$ cat src/rtl/saq_pkg.sv
package saq_pkg;

  localparam int ACTION_W = 2;
  localparam int ID_W     = 4;
  localparam int TIME_W   = 64;
  localparam int KIND_W   = 3;

  typedef enum logic [ACTION_W-1:0] {
    ACT_BASE  = 2'd0,
    ACT_SLEEP = 2'd1,
    ACT_TICK  = 2'd2,
    ACT_NOP   = 2'd3
  } action_e;

  typedef enum logic [KIND_W-1:0] {
    KIND_QUEUED   = 3'd0,
    KIND_PASSED   = 3'd1,
    KIND_WOKEN    = 3'd2,
    KIND_NONE_DUE = 3'd3,
    KIND_BASE_SET = 3'd4,
    KIND_BUSY     = 3'd5
  } kind_e;

  typedef enum logic [4:0] {
    ST_IDLE,
    ST_DECODE,
    ST_S_ADD,
    ST_S_CHK,
    ST_S_STEP,
    ST_S_RDWT,
    ST_S_CMP,
    ST_S_PLACE,
    ST_T_STEP,
    ST_T_RDWT,
    ST_T_CMP,
    ST_T_WAKE,
    ST_T_EMIT,
    ST_E_BUSY,
    ST_E_BASE,
    ST_E_PASS,
    ST_E_QUEUED,
    ST_E_NONE
  } state_e;

  // Commands from the sequencer to the datapath
  typedef struct packed {
    logic  cap;
    logic  wt_rd;
    logic  wt_addr_ord;
    logic  wt_wr_now;
    logic  wt_wr_sum;
    logic  ord_rd;
    logic  ord_prev;
    logic  ord_wr_shift;
    logic  ord_wr_slot;
    logic  j_clr;
    logic  j_cnt;
    logic  j_inc;
    logic  j_dec;
    logic  due_lat;
    logic  cmp_from_w;
    logic  cmp_from_wt;
    logic  irq_set;
    logic  irq_clr;
    logic  ins_commit;
    logic  tick_commit;
    logic  unq;
    logic  emit;
    kind_e kind;
    logic  last;
  } cmd_t;

  // Status from the datapath to the sequencer
  typedef struct packed {
    action_e action;
    logic    slot_ok;
    logic    passed;
    logic    wt_ge_w;
    logic    wt_le_now;
    logic    j_zero;
    logic    j_lt_count;
    logic    j_at_due;
    logic    j_last;
    logic    due_zero;
    logic    out_free;
  } sts_t;

endpackage

$ cat src/rtl/saq_ctrl.sv
module saq_ctrl import saq_pkg::*; (
  input  logic clk_i,
  input  logic rst_ni,
  input  logic in_valid_i,
  output logic in_ready_o,
  input  sts_t sts_i,
  output cmd_t cmd_o
);

  state_e state_q, state_d;

  always_ff @(posedge clk_i or negedge rst_ni) begin
    if (!rst_ni) begin
      state_q <= ST_IDLE;
    end else begin
      state_q <= state_d;
    end
  end

  always_comb begin
    state_d    = state_q;
    cmd_o      = '0;
    cmd_o.last = 1'b1;
    in_ready_o = 1'b0;
    case (state_q)
      ST_IDLE: begin
        in_ready_o = 1'b1;
        if (in_valid_i) begin
          cmd_o.cap = 1'b1;
          state_d   = ST_DECODE;
        end
      end
      ST_DECODE: begin
        case (sts_i.action)
          ACT_BASE: begin
            if (!sts_i.slot_ok) begin
              state_d = ST_E_BUSY;
            end else begin
              cmd_o.wt_wr_now = 1'b1;
              state_d         = ST_E_BASE;
            end
          end
          ACT_SLEEP: begin
            if (!sts_i.slot_ok) begin
              state_d = ST_E_BUSY;
            end else begin
              cmd_o.wt_rd = 1'b1;
              state_d     = ST_S_ADD;
            end
          end
          ACT_TICK: begin
            cmd_o.j_clr = 1'b1;
            state_d     = ST_T_STEP;
          end
          default: state_d = ST_IDLE;
        endcase
      end
      ST_S_ADD: begin
        cmd_o.wt_wr_sum = 1'b1;
        state_d         = ST_S_CHK;
      end
      ST_S_CHK: begin
        if (sts_i.passed) begin
          state_d = ST_E_PASS;
        end else begin
          cmd_o.j_cnt = 1'b1;
          state_d     = ST_S_STEP;
        end
      end
      // walk back from the tail, moving later-or-equal entries up by one
      ST_S_STEP: begin
        if (sts_i.j_zero) begin
          state_d = ST_S_PLACE;
        end else begin
          cmd_o.ord_rd   = 1'b1;
          cmd_o.ord_prev = 1'b1;
          state_d        = ST_S_RDWT;
        end
      end
      ST_S_RDWT: begin
        cmd_o.wt_rd       = 1'b1;
        cmd_o.wt_addr_ord = 1'b1;
        state_d           = ST_S_CMP;
      end
      ST_S_CMP: begin
        if (sts_i.wt_ge_w) begin
          cmd_o.ord_wr_shift = 1'b1;
          cmd_o.j_dec        = 1'b1;
          state_d            = ST_S_STEP;
        end else begin
          state_d = ST_S_PLACE;
        end
      end
      ST_S_PLACE: begin
        cmd_o.ord_wr_slot = 1'b1;
        cmd_o.cmp_from_w  = sts_i.j_zero;
        cmd_o.irq_set     = 1'b1;
        cmd_o.ins_commit  = 1'b1;
        state_d           = ST_E_QUEUED;
      end
      // first pass: count due entries from the head
      ST_T_STEP: begin
        if (!sts_i.j_lt_count) begin
          cmd_o.irq_clr = 1'b1;
          cmd_o.due_lat = 1'b1;
          cmd_o.j_clr   = 1'b1;
          state_d       = ST_T_WAKE;
        end else begin
          cmd_o.ord_rd = 1'b1;
          state_d      = ST_T_RDWT;
        end
      end
      ST_T_RDWT: begin
        cmd_o.wt_rd       = 1'b1;
        cmd_o.wt_addr_ord = 1'b1;
        state_d           = ST_T_CMP;
      end
      ST_T_CMP: begin
        if (sts_i.wt_le_now) begin
          cmd_o.j_inc = 1'b1;
          state_d     = ST_T_STEP;
        end else begin
          cmd_o.cmp_from_wt = 1'b1;
          cmd_o.due_lat     = 1'b1;
          cmd_o.j_clr       = 1'b1;
          state_d           = ST_T_WAKE;
        end
      end
      // second pass: wake and report each due entry, then drop them
      ST_T_WAKE: begin
        if (sts_i.due_zero) begin
          state_d = ST_E_NONE;
        end else if (sts_i.j_at_due) begin
          cmd_o.tick_commit = 1'b1;
          state_d           = ST_IDLE;
        end else begin
          cmd_o.ord_rd = 1'b1;
          state_d      = ST_T_EMIT;
        end
      end
      ST_T_EMIT: begin
        if (sts_i.out_free) begin
          cmd_o.emit        = 1'b1;
          cmd_o.kind        = KIND_WOKEN;
          cmd_o.last        = sts_i.j_last;
          cmd_o.wt_wr_now   = 1'b1;
          cmd_o.wt_addr_ord = 1'b1;
          cmd_o.unq         = 1'b1;
          cmd_o.j_inc       = 1'b1;
          state_d           = ST_T_WAKE;
        end
      end
      ST_E_BUSY: begin
        if (sts_i.out_free) begin
          cmd_o.emit = 1'b1;
          cmd_o.kind = KIND_BUSY;
          state_d    = ST_IDLE;
        end
      end
      ST_E_BASE: begin
        if (sts_i.out_free) begin
          cmd_o.emit = 1'b1;
          cmd_o.kind = KIND_BASE_SET;
          state_d    = ST_IDLE;
        end
      end
      ST_E_PASS: begin
        if (sts_i.out_free) begin
          cmd_o.emit = 1'b1;
          cmd_o.kind = KIND_PASSED;
          state_d    = ST_IDLE;
        end
      end
      ST_E_QUEUED: begin
        if (sts_i.out_free) begin
          cmd_o.emit = 1'b1;
          cmd_o.kind = KIND_QUEUED;
          state_d    = ST_IDLE;
        end
      end
      ST_E_NONE: begin
        if (sts_i.out_free) begin
          cmd_o.emit = 1'b1;
          cmd_o.kind = KIND_NONE_DUE;
          state_d    = ST_IDLE;
        end
      end
      default: state_d = ST_IDLE;
    endcase
  end

endmodule
$ cat config.mk
export PLATFORM = sky130hd
export DESIGN_NAME = saq_ctrl
export DESIGN_NICKNAME = d
export VERILOG_FILES = /design/src/rtl/saq_pkg.sv /design/src/rtl/saq_ctrl.sv
export SDC_FILE = /design/constraint.sdc
export NUM_CORES = 1
export LEC_CHECK = 0
export ABC_AREA = 1
export BUFFER_PORTS_ARGS = -buffer_cell sky130_fd_sc_hd__buf_2
export CELL_PAD_IN_SITES_DETAIL_PLACEMENT = 1
export CELL_PAD_IN_SITES_GLOBAL_PLACEMENT = 1
export CORE_ASPECT_RATIO = 0.75
export CORE_MARGIN = 8
export CORE_UTILIZATION = 28
export DETAILED_ROUTE_END_ITERATION = 8
export GPL_TIMING_DRIVEN = 0
export PLACE_DENSITY = 0.84
export RECOVER_POWER = 50
export SLEW_MARGIN = 20
export SYNTH_ARGS = -nofsm -noshare
export SYNTH_HDL_FRONTEND = slang
export SYNTH_SLANG_ARGS = --single-unit
$ cat constraint.sdc
create_clock -name clk_i -period 3.5 [get_ports clk_i]
set_clock_uncertainty 0.2 [all_clocks]
set_input_delay 1.05 -clock clk_i [delete_from_list [all_inputs] [get_ports clk_i]]
set_output_delay 1.05 -clock clk_i [all_outputs]
set_load 0.01 [all_outputs]
# Word-level counts from Yosys, hierarchy flattened
# Cells that the tools add are included.
# totals
ff_bits	5
inputBits	15
out_inout_bits	27
wordCells	87
# op_classes
eq_ne	22
mux	59
n_reduce_logical	5
# op_table
cell	count
5-bit case mux with 14 select lines	1
5-bit by 4-bit == test with 1-bit output, second input constant	8
4-bit 2-to-1 mux	8
1-bit 2-to-1 mux	29
4-bit case mux with 6 select lines	1
5-bit by 3-bit == test with 1-bit output, second input constant	4
5-bit 2-to-1 mux	4
5-bit case mux with 3 select lines	1
2-bit 2-to-1 mux	7
5-bit by 2-bit == test with 1-bit output, second input constant	2
5-bit == test, second input constant	2
1-bit case mux with 2 select lines	5
6-bit 2-to-1 mux	1
1-bit case mux with 3 select lines	2
5-bit by 1-bit == test with 1-bit output, second input constant	1
5-bit zero test	1
5-bit OR reduction	1
2-bit != test, second input constant	2
3-bit AND reduction	1
2-bit by 1-bit == test with 1-bit output, second input constant	1
2-bit == test, second input constant	1
2-bit zero test	1
2-bit by 1-bit != test with 1-bit output, second input constant	1
2-bit OR reduction	1

# Depth between registers and ports, before layout
# logic_depth
ltp_word	4
ltp_mapped	10
mapped_depth_nobuf	10

# Worst setup path after synthesis
# Ideal clock, no wire load.
# synth_timing
kind	input -> output
startpoint	input sts_i[7] (netlist bit)
endpoint	output cmd_o[18] (netlist bit)
t_arrival_ns	1.637
required_time_ns	2.250
slack_ns	0.613
stages	3
n_path_buf	1
path_cell_list	inv_1 > nor3_1 > buf_4
# synth_rtl
item	line_no	source
start, declared	saq_ctrl.sv:6	input sts_t sts_i,
end, declared	saq_ctrl.sv:7	output cmd_t cmd_o

==> flow_summary.ini <==
[outcome]
outcome = completed

[cells_and_area]
antenna_cells = 0
drive_above_1_share_pct = 23.1
register_area_um2 = 125
multi_input_area_um2 = 443
regMostFlops = state_q
largest_reg_flops = 5
fin_nets = 202
fill_cells = 377
reg_top3 = state_q: 5 flops
syn2layout_area_growth_pct = 35.4

[cts]
htreeDepth = 1
cts_hold_buf = 0
clock_latency_ns = 0.23
ctsRootBufferMaster = clkbuf_4
cts_tree = done
cts_setup_buffers = 0
clkTransAtPathRegs_ns = 0.04
clockBufferDepth = 2
cts_resized = 0
cts_inserted_buffers = 3
numClockSinks = 5

[timing]
slew_viol_final = 0
setup_viol = 0
finalSetupTns_ns = 0
setup_ws_ns = 0.422
max_freq_mhz = 325
min_period_over_period_pct = 87.9
fin_crit_ns = 3.08
rsz0062_at_grt = false
max_slew_margin_pct = 67.4
worstMarginPinSlew_ns = 0.484
hold_viol_final = 0

[setup_path]
worst_r2r_path_depth = 6
slowest_stage = nor3_1
cpLargestDelayFamily = simple AND/OR/NAND/NOR gates
r2r_slack_ns = 1.44
end_kind = primary output
critPathArrivalTime_ns = 1.83
worstPathMaxFanout = 4
start_kind = primary input
crit_type = in2out
path_buf_inv = 2
path_depth = 5
cp.required_ns = 2.25
cp_cell_sequence = buf_2 -> nor3_1 -> nand2_1 -> nand3_1 -> buf_2
path_common_cell = buf_2
critPathMaxStageDelay_ns = 0.35

[yosys]
yosys_warnings = 0
avgSynthCellArea_um2 = 5.03
ys_top_cells_by_count = 52 x nand2_1, 27 x inv_1, 24 x nor2_1
async_flop_share_pct = 100
synth_edf_count = 0
synth_top_area_share_pct = 27.5
ys.flop_type = dfrtp_1
syn_nets = 156
synthCells = 141
yosys.area.top_type = nand2_1
synth_most_common_cell = nand2_1
synth.distinct_cells = 17
syn_area_um2 = 709
ys_ff_latch = 5
yosysSeqAreaShare_pct = 17.6
synth_area_leaders = nand2_1 28%, dfrtp_1 18%, inv_1 14%

[die]
core-area_um2 = 2350
die_w_um = 74.1
dieArea_um2 = 4420
rows = 15
pin_count = 42
start_util_pct = 30.2
die_h_um = 59.6

[placement]
gp_congestion = 0.866
hpwl_um = 2510
pre_cts_ws_ns = 0.447
port_buffers = 41

[grt]
grt_max_degree = 8
grt_pass1_wl_um = 4560
antenna_found_initial = 0
grt_pass1_vias = 1025
overflow = 0
grt_usage_pct = 12.9

[pwr]
leakage_nw = 0.688
ir_drop_uv = 301
switching_share_pct = 58.2
power_density_nw_per_um2 = 708
internal_power_w = 0.000284
pwr-share-comb_pct = 72.6
power_frac_clock_pct = 9.2
seqPwrFrac_pct = 18.2
power.switching_w = 0.000396

[route]
first_pass_iters = 4
ant_nets = 0
drc = 0
totalWireLength_um = 2780
vias = 984
wl_per_cell_um = 12.6
viasPerCell = 4.47
drt-initial-drc-count = 51

[hold_path]
hold_class = reg2reg
holdPathStages = 2

[job]
maxCapViolations = 0
-- per-stage QoR --
| stage | total power (W) | util, % | instances | area, um2 | hold slack [ns] |
|---|---|---|---|---|---|
| after floorplan | 0.000459 | - | 141 | 709 | 0.328 |
| after global placement | 0.000618 | 40.8 | 216 | 957 | 0.363 |
| after detailed placement | 0.000639 | 40.8 | 216 | 957 | 0.380 |
| after CTS | 0.000706 | 41.9 | 220 | 983 | 0.392 |
| after global routing | 0.000765 | 41.0 | 220 | 961 | 0.439 |
| final | 0.000681 | 41.0 | 220 | 961 | 0.380 |
-- cells by family (layout without fill, tap and decap cells) --
| kind of cell | count (synthesis) | count (layout) | synth area share [%] |
|---|---|---|---|
| flops | 5 | 5 | 17.6 |
| simple gates | 98 | 98 | 58.4 |
| compound gates | 7 | 7 | 6.00 |
| buf+inv | 31 | 76 | 18.0 |
-- cell usage in the layout (no fill, tap or decap), types with 2 or more instances in the layout --
cell type  count
nand2_1       52
buf_2         34
inv_1         27
nor2_1        26
nand3_1       11
clkbuf_1       8
dfrtp_1        5
nor3_1         3
o21ai_0        3
a21oi_1        3
buf_4          3
clkbuf_4       3
nand4_1        2
-- area by class of cell --
cell class                 instances  area share (%)
buffer                             3            2.34
clock buffer                       4            2.73
inverter                          28            10.9
multi-input combinational        105            46.1
sequential                         5            13.0
tap                               34            4.43
timing repair buffer              41            20.4
-- worst register-to-register path, cell delays in order, from the launching register on --
cell     delay [ns]
dfrtp_1        0.42
nor2_1         0.33
nand3_1        0.24
o21ai_0        0.46
inv_1          0.14
nand2_1        0.10
nand2_1        0.06
-- power by group through the flow --
stage	logic (W)	registers [W]	clock network, W
2_1_floorplan	0.000343	0.000116	0
6_report	0.000494	0.000124	0.0000626
5_1_grt	0.000566	0.000130	0.0000695
4_1_cts	0.000512	0.000128	0.0000659
3_5_place_dp	0.000510	0.000128	0
3_3_place_gp	0.000494	0.000124	0
-- per-layer routing --
metal	vias up	track usage, %	part of all wire, %
met1	450	16.0	44
met4	0	2.55	0
li1	514	-	-
met5	-	0	0
met2	20	22.5	49
met3	0	2.36	6.4
-- worst paths after layout --
path	start	end
worst max-delay path	sts_i[10]	cmd_o[16]
worst min-delay path	state_q[1]	state_q[1]
worst max register to register	state_q[0]	state_q[1]
worst min register to register	state_q[1]	state_q[1]
max in group asynchronous	rst_ni	state_q[3]
min in group asynchronous	rst_ni	state_q[1]
(Power assumes the default switching activity.)
