--- src/rtl/saq_pkg.sv ---
package saq_pkg;

  localparam int ACTION_W = 2;
  localparam int ID_W     = 4;
  localparam int TIME_W   = 64;
  localparam int KIND_W   = 3;

  typedef enum logic [ACTION_W-1:0] {
    ACT_BASE  = 2'd0,
    ACT_SLEEP = 2'd1,
    ACT_TICK  = 2'd2,
    ACT_NOP   = 2'd3
  } action_e;

  typedef enum logic [KIND_W-1:0] {
    KIND_QUEUED   = 3'd0,
    KIND_PASSED   = 3'd1,
    KIND_WOKEN    = 3'd2,
    KIND_NONE_DUE = 3'd3,
    KIND_BASE_SET = 3'd4,
    KIND_BUSY     = 3'd5
  } kind_e;

  typedef enum logic [4:0] {
    ST_IDLE,
    ST_DECODE,
    ST_S_ADD,
    ST_S_CHK,
    ST_S_STEP,
    ST_S_RDWT,
    ST_S_CMP,
    ST_S_PLACE,
    ST_T_STEP,
    ST_T_RDWT,
    ST_T_CMP,
    ST_T_WAKE,
    ST_T_EMIT,
    ST_E_BUSY,
    ST_E_BASE,
    ST_E_PASS,
    ST_E_QUEUED,
    ST_E_NONE
  } state_e;

  // Commands from the sequencer to the datapath
  typedef struct packed {
    logic  cap;
    logic  wt_rd;
    logic  wt_addr_ord;
    logic  wt_wr_now;
    logic  wt_wr_sum;
    logic  ord_rd;
    logic  ord_prev;
    logic  ord_wr_shift;
    logic  ord_wr_slot;
    logic  j_clr;
    logic  j_cnt;
    logic  j_inc;
    logic  j_dec;
    logic  due_lat;
    logic  cmp_from_w;
    logic  cmp_from_wt;
    logic  irq_set;
    logic  irq_clr;
    logic  ins_commit;
    logic  tick_commit;
    logic  unq;
    logic  emit;
    kind_e kind;
    logic  last;
  } cmd_t;

  // Status from the datapath to the sequencer
  typedef struct packed {
    action_e action;
    logic    slot_ok;
    logic    passed;
    logic    wt_ge_w;
    logic    wt_le_now;
    logic    j_zero;
    logic    j_lt_count;
    logic    j_at_due;
    logic    j_last;
    logic    due_zero;
    logic    out_free;
  } sts_t;

endpackage

--- src/rtl/saq_datapath.sv ---
module saq_datapath import saq_pkg::*; #(
  parameter int NUM_ALARMS = 16,
  parameter int TIME_BITS  = 64
) (
  input  logic                clk_i,
  input  logic                rst_ni,
  input  cmd_t                cmd_i,
  output sts_t                sts_o,
  input  logic [ACTION_W-1:0] action_i,
  input  logic [ID_W-1:0]     alarm_id_i,
  input  logic [TIME_W-1:0]   sleep_ticks_i,
  input  logic [TIME_W-1:0]   now_i,
  input  logic                out_ready_i,
  output logic                out_valid_o,
  output logic [KIND_W-1:0]   kind_o,
  output logic [ID_W-1:0]     woken_id_o,
  output logic [TIME_W-1:0]   compare_value_o,
  output logic                compare_enable_o,
  output logic                last_o
);

  localparam int IW = (NUM_ALARMS > 1) ? $clog2(NUM_ALARMS) : 1;
  localparam int CW = IW + 1;
  localparam int XW = (CW > ID_W) ? CW : ID_W;
  localparam logic [CW-1:0] NUM_C = CW'(NUM_ALARMS);

  // captured item
  action_e             act_q;
  logic [ID_W-1:0]     id_q;
  logic [IW-1:0]       slot_q;
  logic [TIME_BITS-1:0] ticks_q;
  logic [TIME_BITS-1:0] now_q;

  // storage
  logic [TIME_BITS-1:0] wt_mem [NUM_ALARMS];
  logic [NUM_ALARMS-1:0] wt_valid_q;
  logic [IW-1:0]        ord_mem [NUM_ALARMS];
  logic [NUM_ALARMS-1:0] queued_q;
  logic [CW-1:0]        count_q;
  logic [IW-1:0]        head_q;
  logic [TIME_BITS-1:0] cmp_q;
  logic                 irq_q;

  // walk registers
  logic [CW-1:0]        j_q;
  logic [CW-1:0]        due_q;
  logic [TIME_BITS-1:0] w_q;
  logic [TIME_BITS-1:0] wt_rdata_q;
  logic                 wt_rvalid_q;
  logic [IW-1:0]        ord_q;

  // output register
  logic                 out_valid_q;
  kind_e                out_kind_q;
  logic [ID_W-1:0]      out_id_q;
  logic [TIME_BITS-1:0] out_cmp_q;
  logic                 out_en_q;
  logic                 out_last_q;

  logic [TIME_BITS-1:0] wt_rd_val;
  logic [IW-1:0]        wt_addr;
  logic [TIME_BITS-1:0] wt_wdata;
  logic                 wt_wr_en;
  logic [TIME_BITS:0]   sum_full;
  logic [TIME_BITS-1:0] w_next;
  logic [IW-1:0]        ord_raddr;
  logic [IW-1:0]        ord_waddr;
  logic [IW-1:0]        ord_wdata;
  logic [CW-1:0]        j_prev;
  logic                 id_in_range;
  logic [ID_W-1:0]      emit_id;

  // list position to physical entry in the circular order list
  function automatic logic [IW-1:0] phys(input logic [IW-1:0] head,
                                         input logic [CW-1:0] pos);
    logic [CW-1:0] s;
    s = CW'(head) + pos;
    if (s >= NUM_C) begin
      s = s - NUM_C;
    end
    return s[IW-1:0];
  endfunction

  always_ff @(posedge clk_i) begin
    if (cmd_i.cap) begin
      act_q   <= action_e'(action_i);
      id_q    <= alarm_id_i;
      slot_q  <= IW'(alarm_id_i);
      ticks_q <= TIME_BITS'(sleep_ticks_i);
      now_q   <= TIME_BITS'(now_i);
    end
  end

  assign wt_rd_val = wt_rvalid_q ? wt_rdata_q : '0;
  assign sum_full  = {1'b0, wt_rd_val} + {1'b0, ticks_q};
  assign w_next    = sum_full[TIME_BITS] ? '1 : sum_full[TIME_BITS-1:0];
  assign wt_addr   = cmd_i.wt_addr_ord ? ord_q : slot_q;
  assign wt_wr_en  = cmd_i.wt_wr_now | cmd_i.wt_wr_sum;
  assign wt_wdata  = cmd_i.wt_wr_sum ? w_next : now_q;

  always_ff @(posedge clk_i) begin
    if (cmd_i.wt_rd) begin
      wt_rdata_q  <= wt_mem[wt_addr];
      wt_rvalid_q <= wt_valid_q[wt_addr];
    end
    if (wt_wr_en) begin
      wt_mem[wt_addr] <= wt_wdata;
    end
  end

  assign j_prev    = j_q - CW'(1);
  assign ord_raddr = phys(head_q, cmd_i.ord_prev ? j_prev : j_q);
  assign ord_waddr = phys(head_q, j_q);
  assign ord_wdata = cmd_i.ord_wr_shift ? ord_q : slot_q;

  always_ff @(posedge clk_i) begin
    if (cmd_i.ord_rd) begin
      ord_q <= ord_mem[ord_raddr];
    end
    if (cmd_i.ord_wr_shift || cmd_i.ord_wr_slot) begin
      ord_mem[ord_waddr] <= ord_wdata;
    end
  end

  always_ff @(posedge clk_i) begin
    if (cmd_i.wt_wr_sum) begin
      w_q <= w_next;
    end
    if (cmd_i.j_clr) begin
      j_q <= '0;
    end else if (cmd_i.j_cnt) begin
      j_q <= count_q;
    end else if (cmd_i.j_inc) begin
      j_q <= j_q + CW'(1);
    end else if (cmd_i.j_dec) begin
      j_q <= j_prev;
    end
    if (cmd_i.due_lat) begin
      due_q <= j_q;
    end
  end

  always_ff @(posedge clk_i or negedge rst_ni) begin
    if (!rst_ni) begin
      wt_valid_q <= '0;
      queued_q   <= '0;
      count_q    <= '0;
      head_q     <= '0;
      cmp_q      <= '1;
      irq_q      <= 1'b0;
    end else begin
      if (wt_wr_en) begin
        wt_valid_q[wt_addr] <= 1'b1;
      end
      if (cmd_i.ins_commit) begin
        queued_q[slot_q] <= 1'b1;
        count_q          <= count_q + CW'(1);
      end
      if (cmd_i.unq) begin
        queued_q[ord_q] <= 1'b0;
      end
      if (cmd_i.tick_commit) begin
        head_q  <= phys(head_q, due_q);
        count_q <= count_q - due_q;
      end
      if (cmd_i.cmp_from_w) begin
        cmp_q <= w_q;
      end else if (cmd_i.cmp_from_wt) begin
        cmp_q <= wt_rd_val;
      end
      if (cmd_i.irq_set) begin
        irq_q <= 1'b1;
      end else if (cmd_i.irq_clr) begin
        irq_q <= 1'b0;
      end
    end
  end

  always_comb begin
    if (cmd_i.kind == KIND_NONE_DUE) begin
      emit_id = '0;
    end else if (cmd_i.kind == KIND_WOKEN) begin
      emit_id = ID_W'(ord_q);
    end else begin
      emit_id = id_q;
    end
  end

  always_ff @(posedge clk_i or negedge rst_ni) begin
    if (!rst_ni) begin
      out_valid_q <= 1'b0;
    end else if (cmd_i.emit) begin
      out_valid_q <= 1'b1;
    end else if (out_ready_i) begin
      out_valid_q <= 1'b0;
    end
  end

  always_ff @(posedge clk_i) begin
    if (cmd_i.emit) begin
      out_kind_q <= cmd_i.kind;
      out_id_q   <= emit_id;
      out_cmp_q  <= cmp_q;
      out_en_q   <= irq_q;
      out_last_q <= cmd_i.last;
    end
  end

  assign out_valid_o      = out_valid_q;
  assign kind_o           = out_kind_q;
  assign woken_id_o       = out_id_q;
  assign compare_value_o  = TIME_W'(out_cmp_q);
  assign compare_enable_o = out_en_q;
  assign last_o           = out_last_q;

  assign id_in_range = XW'(id_q) < XW'(NUM_ALARMS);

  always_comb begin
    sts_o.action     = act_q;
    sts_o.slot_ok    = id_in_range && !queued_q[slot_q];
    sts_o.passed     = w_q < now_q;
    sts_o.wt_ge_w    = wt_rd_val >= w_q;
    sts_o.wt_le_now  = wt_rd_val <= now_q;
    sts_o.j_zero     = j_q == '0;
    sts_o.j_lt_count = j_q < count_q;
    sts_o.j_at_due   = j_q == due_q;
    sts_o.j_last     = (j_q + CW'(1)) == due_q;
    sts_o.due_zero   = due_q == '0;
    sts_o.out_free   = !out_valid_q || out_ready_i;
  end

endmodule

--- config.mk ---
export PLATFORM = sky130hd
export DESIGN_NAME = saq_datapath
export DESIGN_NICKNAME = d
export VERILOG_FILES = /design/src/rtl/saq_pkg.sv /design/src/rtl/saq_datapath.sv
export SDC_FILE = /design/constraint.sdc
export NUM_CORES = 2
export LEC_CHECK = 0
export BUFFER_PORTS_ARGS = -buffer_cell sky130_fd_sc_hd__buf_2
export CAP_MARGIN = 40
export CORE_MARGIN = 1
export CORE_UTILIZATION = 28
export CTS_CLUSTER_DIAMETER = 30
export DETAILED_ROUTE_END_ITERATION = 7
export GPL_ROUTABILITY_DRIVEN = 0
export PLACE_DENSITY = 0.5
export SYNTH_ARGS = -nofsm -noshare
export SYNTH_HDL_FRONTEND = slang
export SYNTH_SLANG_ARGS = --single-unit
--- constraint.sdc ---
create_clock -name clk_i -period 19.9 [get_ports clk_i]
set_clock_uncertainty 0.05 [all_clocks]
set_input_delay 0 -clock clk_i [delete_from_list [all_inputs] [get_ports clk_i]]
set_output_delay 0 -clock clk_i [all_outputs]
set_load 0.1 [all_outputs]
---- Word-level counts from Yosys, hierarchy flattened ----
Memories as Yosys holds them, arrays and structs flattened. A register that Yosys moved wholly into a read port is not among the register bits.
Index checks and enable logic that the tools add are counted.
word-level totals
  input port bits ......................... 163
  memories kept ........................... 2
  word-level logic and storage cells ...... 106
  output and inout port bits .............. 86
  memory bits (writable) .................. 1,088
  register bits after elaboration ......... 389
memories
  name     depth  width  rd ports  clocked after memory_dff  write ports  RTL line            RTL
  wt_mem   16     64     1         1                         1            saq_datapath.sv:35  logic [TIME_BITS-1:0] wt_mem [NUM_ALARMS];
  ord_mem  16     4      1         1                         1            saq_datapath.sv:37  logic [IW-1:0] ord_mem [NUM_ALARMS];
cells by class
  multiplexer cells ....................... 37
  bitwise logic cells ..................... 5
  eq/ne operators ......................... 4
  magnitude comparators ................... 13
  add/subtract/negate cells ............... 11
  reductions and logical operators ........ 14
operators by type and width
  operator                                                                              number
  64-bit 2-to-1 mux                                                                     5
  64-bit by 64-bit adder with 65-bit output                                             1
  64-bit greater-or-equal comparator                                                    1
  64-bit <= comparator                                                                  1
  64-bit < comparator                                                                   1
  16-bit 2-to-1 mux                                                                     2
  16-bit OR                                                                             2
  5-bit 2-to-1 mux                                                                      6
  4-bit 2-to-1 mux                                                                      6
  16-bit bitwise AND                                                                    1
  16-bit NOT                                                                            1
  4-bit by 5-bit adder with 5-bit output                                                3
  5-bit greater-or-equal comparator (second input constant)                             3
  4-bit by 5-bit < comparator with 1-bit output (second input constant)                 3
  1-bit 2-to-1 mux                                                                      13
  1-bit demux with 4-bit select                                                         3
  4-bit by 1-bit greater-or-equal comparator with 1-bit output (second input constant)  3
  4-bit by 1-bit subtractor with 4-bit output (second input constant)                   3
  5-bit by 1-bit adder with 5-bit output (second input constant)                        2
  5-bit == test                                                                         2
  5-bit zero test                                                                       2
  1-bit binary-select mux with 4-bit select                                             2
  2-bit nonzero test                                                                    4
  3-bit by 2-bit == test with 1-bit output (second input constant)                      2
  other kinds (8)                                                                       12

---- Logic depth before layout (Yosys ltp) ----
  word-level depth ........................ 8
  depth in mapped cells ................... 27
  mapped depth without buffers ............ 16

---- Worst setup path before layout ----
Ideal clock, no wire load.
  kind .................................... register to register
  start point ............................. register ord_q[0] (read register of ord_mem)
  end point ............................... register wt_valid_q[15]
  library setup time ...................... 0.092 ns
  stages on the path, launching flop included .. 9
  slack ................................... 12.946 ns
  data required time ...................... 19.758 ns
  arrival ................................. 6.812 ns
  period minus slack after synthesis ...... 6.954 ns
  buffers on the path ..................... 4
  cell sequence ........................... edfxtp_1 mux2_2 clkbuf_1 buf_2 buf_2 buf_1 nand2_1 nor3_1 or2_2
on the way
  word-level cells in the longest chain between the ends .. 6
  elaborated cells between the ends (all ways) .. 7
  those cells by class .................... order compare (2); mux (3); bitwise (1); reduce/logical (1)
ends and longest elaborated chain
  item                                                                                                                                                 RTL line             RTL
  from (decl)                                                                                                                                          saq_datapath.sv:50   logic [IW-1:0] ord_q;
  4-bit 2-to-1 mux (*)                                                                                                                                 saq_datapath.sv:97   assign wt_addr = cmd_i.wt_addr_ord ? ord_q : slot_q;
  4-bit by 5-bit < comparator with 1-bit output (implied by the code) or 4-bit by 1-bit greater-or-equal comparator with 1-bit output (tied branches)  saq_datapath.sv:153  wt_valid_q[wt_addr] <= 1'b1;
  1-bit logical AND (implied by the code)                                                                                                              saq_datapath.sv:153
  1-bit 2-to-1 mux (implied by the code)                                                                                                               saq_datapath.sv:153
  1-bit demux with 4-bit select (*)                                                                                                                    saq_datapath.sv:153
  16-bit OR (no source line) (*)                                                                                                                       n/a
  to (signal assigned)                                                                                                                                 saq_datapath.sv:145  wt_valid_q <= '0;
  to (signal, indexed assignment)                                                                                                                      saq_datapath.sv:153
  to (decl)                                                                                                                                            saq_datapath.sv:36   logic [NUM_ALARMS-1:0] wt_valid_q;
Every way passes the cells marked *; elsewhere a longest branch is shown, timed or not.
A chain may end at the register's enable or synchronous reset.

---- Worst setup path in the final report ----
  start point ............................. register wt_rvalid_q
  end point ............................... memory wt_mem[12][25], data pin
on the way
  word-level cells in the longest chain between the ends .. 4
ends and longest elaborated chain
  item                                       RTL line             RTL
  from (decl)                                saq_datapath.sv:49   logic wt_rvalid_q;
  from (signal assigned)                     saq_datapath.sv:104  wt_rvalid_q <= wt_valid_q[wt_addr];
  64-bit 2-to-1 mux                          saq_datapath.sv:94   assign wt_rd_val = wt_rvalid_q ? wt_rdata_q : '0;
  64-bit by 64-bit adder with 65-bit output  saq_datapath.sv:95   assign sum_full = {1'b0, wt_rd_val} + {1'b0, ticks_q};
  64-bit 2-to-1 mux                          saq_datapath.sv:96   assign w_next = sum_full[TIME_BITS] ? '1 : sum_full[TIME_BITS-1:0];
  64-bit 2-to-1 mux                          saq_datapath.sv:99   assign wt_wdata = cmd_i.wt_wr_sum ? w_next : now_q;
  via wt_wdata[25]                           saq_datapath.sv:62   logic [TIME_BITS-1:0] wt_wdata;
  to (decl)                                  saq_datapath.sv:35
The timed path passes the listed nets, and every way through them passes these cells.

==> out/results.ini <==
[detailed_routing]
wl_met3_um=13800
dr.pass1.iters=6
wl_um=222000
routed.top_layer=met5
drtAntennaViolNets=0
wl_per_cell_um=24.7
drc_errors=0
drt-initial-drc-count=4002
vias_per_cell=4.95
vias=44600
wl_met2_um=107000
met1_length_um=95200

[power_and_ir_drop]
vdd_drop_max_v=0.0000982
p_leak_uw=0.0320
power.density_nw_per_um2=161

[timing]
fin_crit_ns=6.78
fin_crit_sh_pct=34.0
hold_viol_final=0
setup_tns_ns=0
slew_viol_final=0
tightest_slew_ns=0.946
hold-worst-slack_ns=0.0813
slew_headroom_pct=36.7
grt_setup_unrepaired=no
setup_viol=0
fmax_mhz=148

[die]
die_x_um=503
coreArea_um2=249000
initial_core_util_pct=28.2
fp.dieH_um=503
die_area_um2=253000
rows=183
io_pins=249

[logic_synthesis]
ys_seq_area_share_pct=65.3
syn-mean-instance-area_um2=15.0
syn-cell-area_um2=70300
ys.flop_type=edfxtp_1
synth_top_area_cell=edfxtp_1
synth_edf_count=1433
synth_top_area_share_pct=61.2
synth_nets=5045
yosysWarnings=0
ys_ff_latch=1545
async_reset_ff_share_pct=6.93
synth_area_leaders=edfxtp_1 (61%), mux4_2 (9.1%), ha_1 (3.6%)
syn_inst=4673
yosys.cell_types.count=105

[global_route]
gr-total-overflow=0
track_usage_pct=17.3
grt_pass1_vias=45000
antenna_found_initial=12
grt_max_degree=97
grt_pass1_wl_um=318000

[cts]
clock_sinks=1545
cts.htree.levels=5
clk_pin_slew_worst_paths_ns=0.05
root_buffer=clkbuf_16
clock_latency_ns=0.93
cts_tree=yes
cts_buffers=322
clockBufferDepth=4

[critical_path]
cp.arrival_ns=7.33
path_max_fanout=94
crit_required_ns=20.46
crit_type=reg2reg
start_kind=register
endpoint_kind=register

[placed_design]
place.port_buffers=248
dp_hpwl_um=141000
dp_cells=8103

[final_layout]
register_area_um2=45900
drive_gt1_share_pct=23.9
final_cells=8993
multi_input_area_um2=22700
syn_to_final_growth_pct=28.2
nNetsFinal=5791
fill_cells=23700
final_util_pct=36.2

[status]
status=finished, final reports clean

[hold_path]
min_path_type=in2reg

[job]
drv_cap=0

[cell type report]
| type | instances | share of cell area [%] |
|---|---|---|
| Antenna cell | 1 | 0.00278 |
| Clock buffer | 354 | 9.28 |
| Clock inverter | 213 | 2.68 |
| Inverter | 170 | 0.708 |
| Multi-Input combinational cell | 2683 | 25.2 |
| Sequential cell | 1545 | 50.9 |
| Tap cell | 3330 | 4.62 |
| Timing Repair Buffer | 697 | 6.57 |
[timing repair]
action,in CTS,in global routing
buffers inserted,0,0
hold buffers,321,0
resized for setup,0,0
endpoints found under the hold margin,796,0
[path summary, 6_finish.rpt]
kind	slack, ns	depth (start not counted)	endpoint	start
max reg2reg	13.12	17	wt_mem[12][25]$_DFFE_PP_	wt_rvalid_q$_DFFE_PP_
max	13.12	17	wt_mem[12][25]$_DFFE_PP_	wt_rvalid_q$_DFFE_PP_
min reg2reg	0.41	1	wt_valid_q[11]$_DFFE_PN0N_	wt_valid_q[11]$_DFFE_PN0N_
min	0.08	4	woken_id_o[3]$_SDFFCE_PN0P_	cmd_i[1]
max in group asynchronous	18.53	4	wt_valid_q[10]$_DFFE_PN0N_	rst_ni
min in group asynchronous	0.37	3	cmp_q[20]$_DFFE_PN1P_	rst_ni
[cells by family (layout without fill, tap and decap cells)]
kind of cell | Yosys count | after routing | share of synthesized area [%]
fa+ha+maj | 221 | 221 | 3.93
xor+xnor | 188 | 188 | 2.35
mux | 357 | 357 | 10.2
other cells | 0 | 1 | 0
buf+inv | 445 | 1434 | 2.64
compound gates | 884 | 884 | 8.41
simple gates | 1033 | 1033 | 7.19
flops | 1545 | 1545 | 65.3
[per-layer routing]
metal / global-route usage [%] / vias up
li1: - / 19700
met1: 23.0 / 22900
met2: 28.4 / 1612
met3: 3.26 / 321
met4: 5.51 / 4
met5: 0 / -
[Yosys cell counts (49+ instances only)]
master / count
xor2_1: 58
a21o_1: 49
buf_2: 50
o21ai_0: 201
a31oi_1: 166
dfstp_2: 64
and2_1: 125
a21oi_1: 178
edfxtp_1: 1433
mux2i_1: 57
nand2b_1: 74
clkbuf_1: 177
inv_1: 169
ha_1: 205
mux4_2: 285
a211oi_1: 73
nand2_1: 395
nor2_1: 195
xnor2_1: 129
[power breakdown]
group          switching [uW]  leakage (uW)  internal (uW)  total (uW)
combinational            2720        0.0124           1500        4220
clock                    1780       0.00522           3540        5320
sequential                427        0.0143           4530        4960
[metrics by stage]
| stage | power (uW) | instance area [um^2] | setup WS [ns] |
|---|---|---|---|
| after floorplan | 7670 | 70300 | 12.95 |
| after global placement | 9050 | 75200 | 13.39 |
| after detailed placement | 9170 | 76100 | 13.30 |
| after CTS | 14600 | 90100 | 13.22 |
| after global routing | 15100 | 90100 | 12.87 |
| final | 14500 | 90100 | 13.12 |
[sequential cells by signal (all words and copies together) (netlist names), 2 cells and up]
register / flops
wt_mem: 1024
cmp_q: 64
compare_value_o: 64
now_q: 64
ord_mem: 64
ticks_q: 64
w_q: 64
wt_rdata_q: 64
queued_q: 16
wt_valid_q: 16
count_q: 5
due_q: 5
j_q: 5
head_q: 4
ord_q: 4
slot_q: 4
woken_id_o: 4
kind_o: 3
act_q: 2
[worst max-delay path, stage by stage, from the launching register on]
cell,delay [ns]
edfxtp_1,0.31
buf_4,0.42
buf_4,0.62
buf_4,0.71
o21ai_1,0.14
a32oi_1,0.27
nand2_1,0.16
nand3b_1,0.14
nand3b_1,0.12
o2111a_1,0.32
o31a_2,0.32
o21ai_4,0.11
a31o_4,0.28
a31oi_4,0.45
buf_4,0.35
buf_12,0.59
a31oi_1,0.47
buf_4,0.30
[layout by cell type, fill, tap and decap left out, drive strengths merged, types with 49 or more instances in the layout]
cell / count
dfstp: 64
mux2i: 57
edfxtp: 1433
buf: 377
and2: 128
clkinv: 97
a31oi: 195
clkbuf: 354
mux4: 285
a211oi: 73
nand2: 395
inv: 218
xnor2: 129
dlygate4sd3: 320
nand2b: 74
nor2: 195
ha: 205
o21ai: 226
a21o: 49
xor2: 59
a21oi: 180
(Power assumes the default switching activity.)
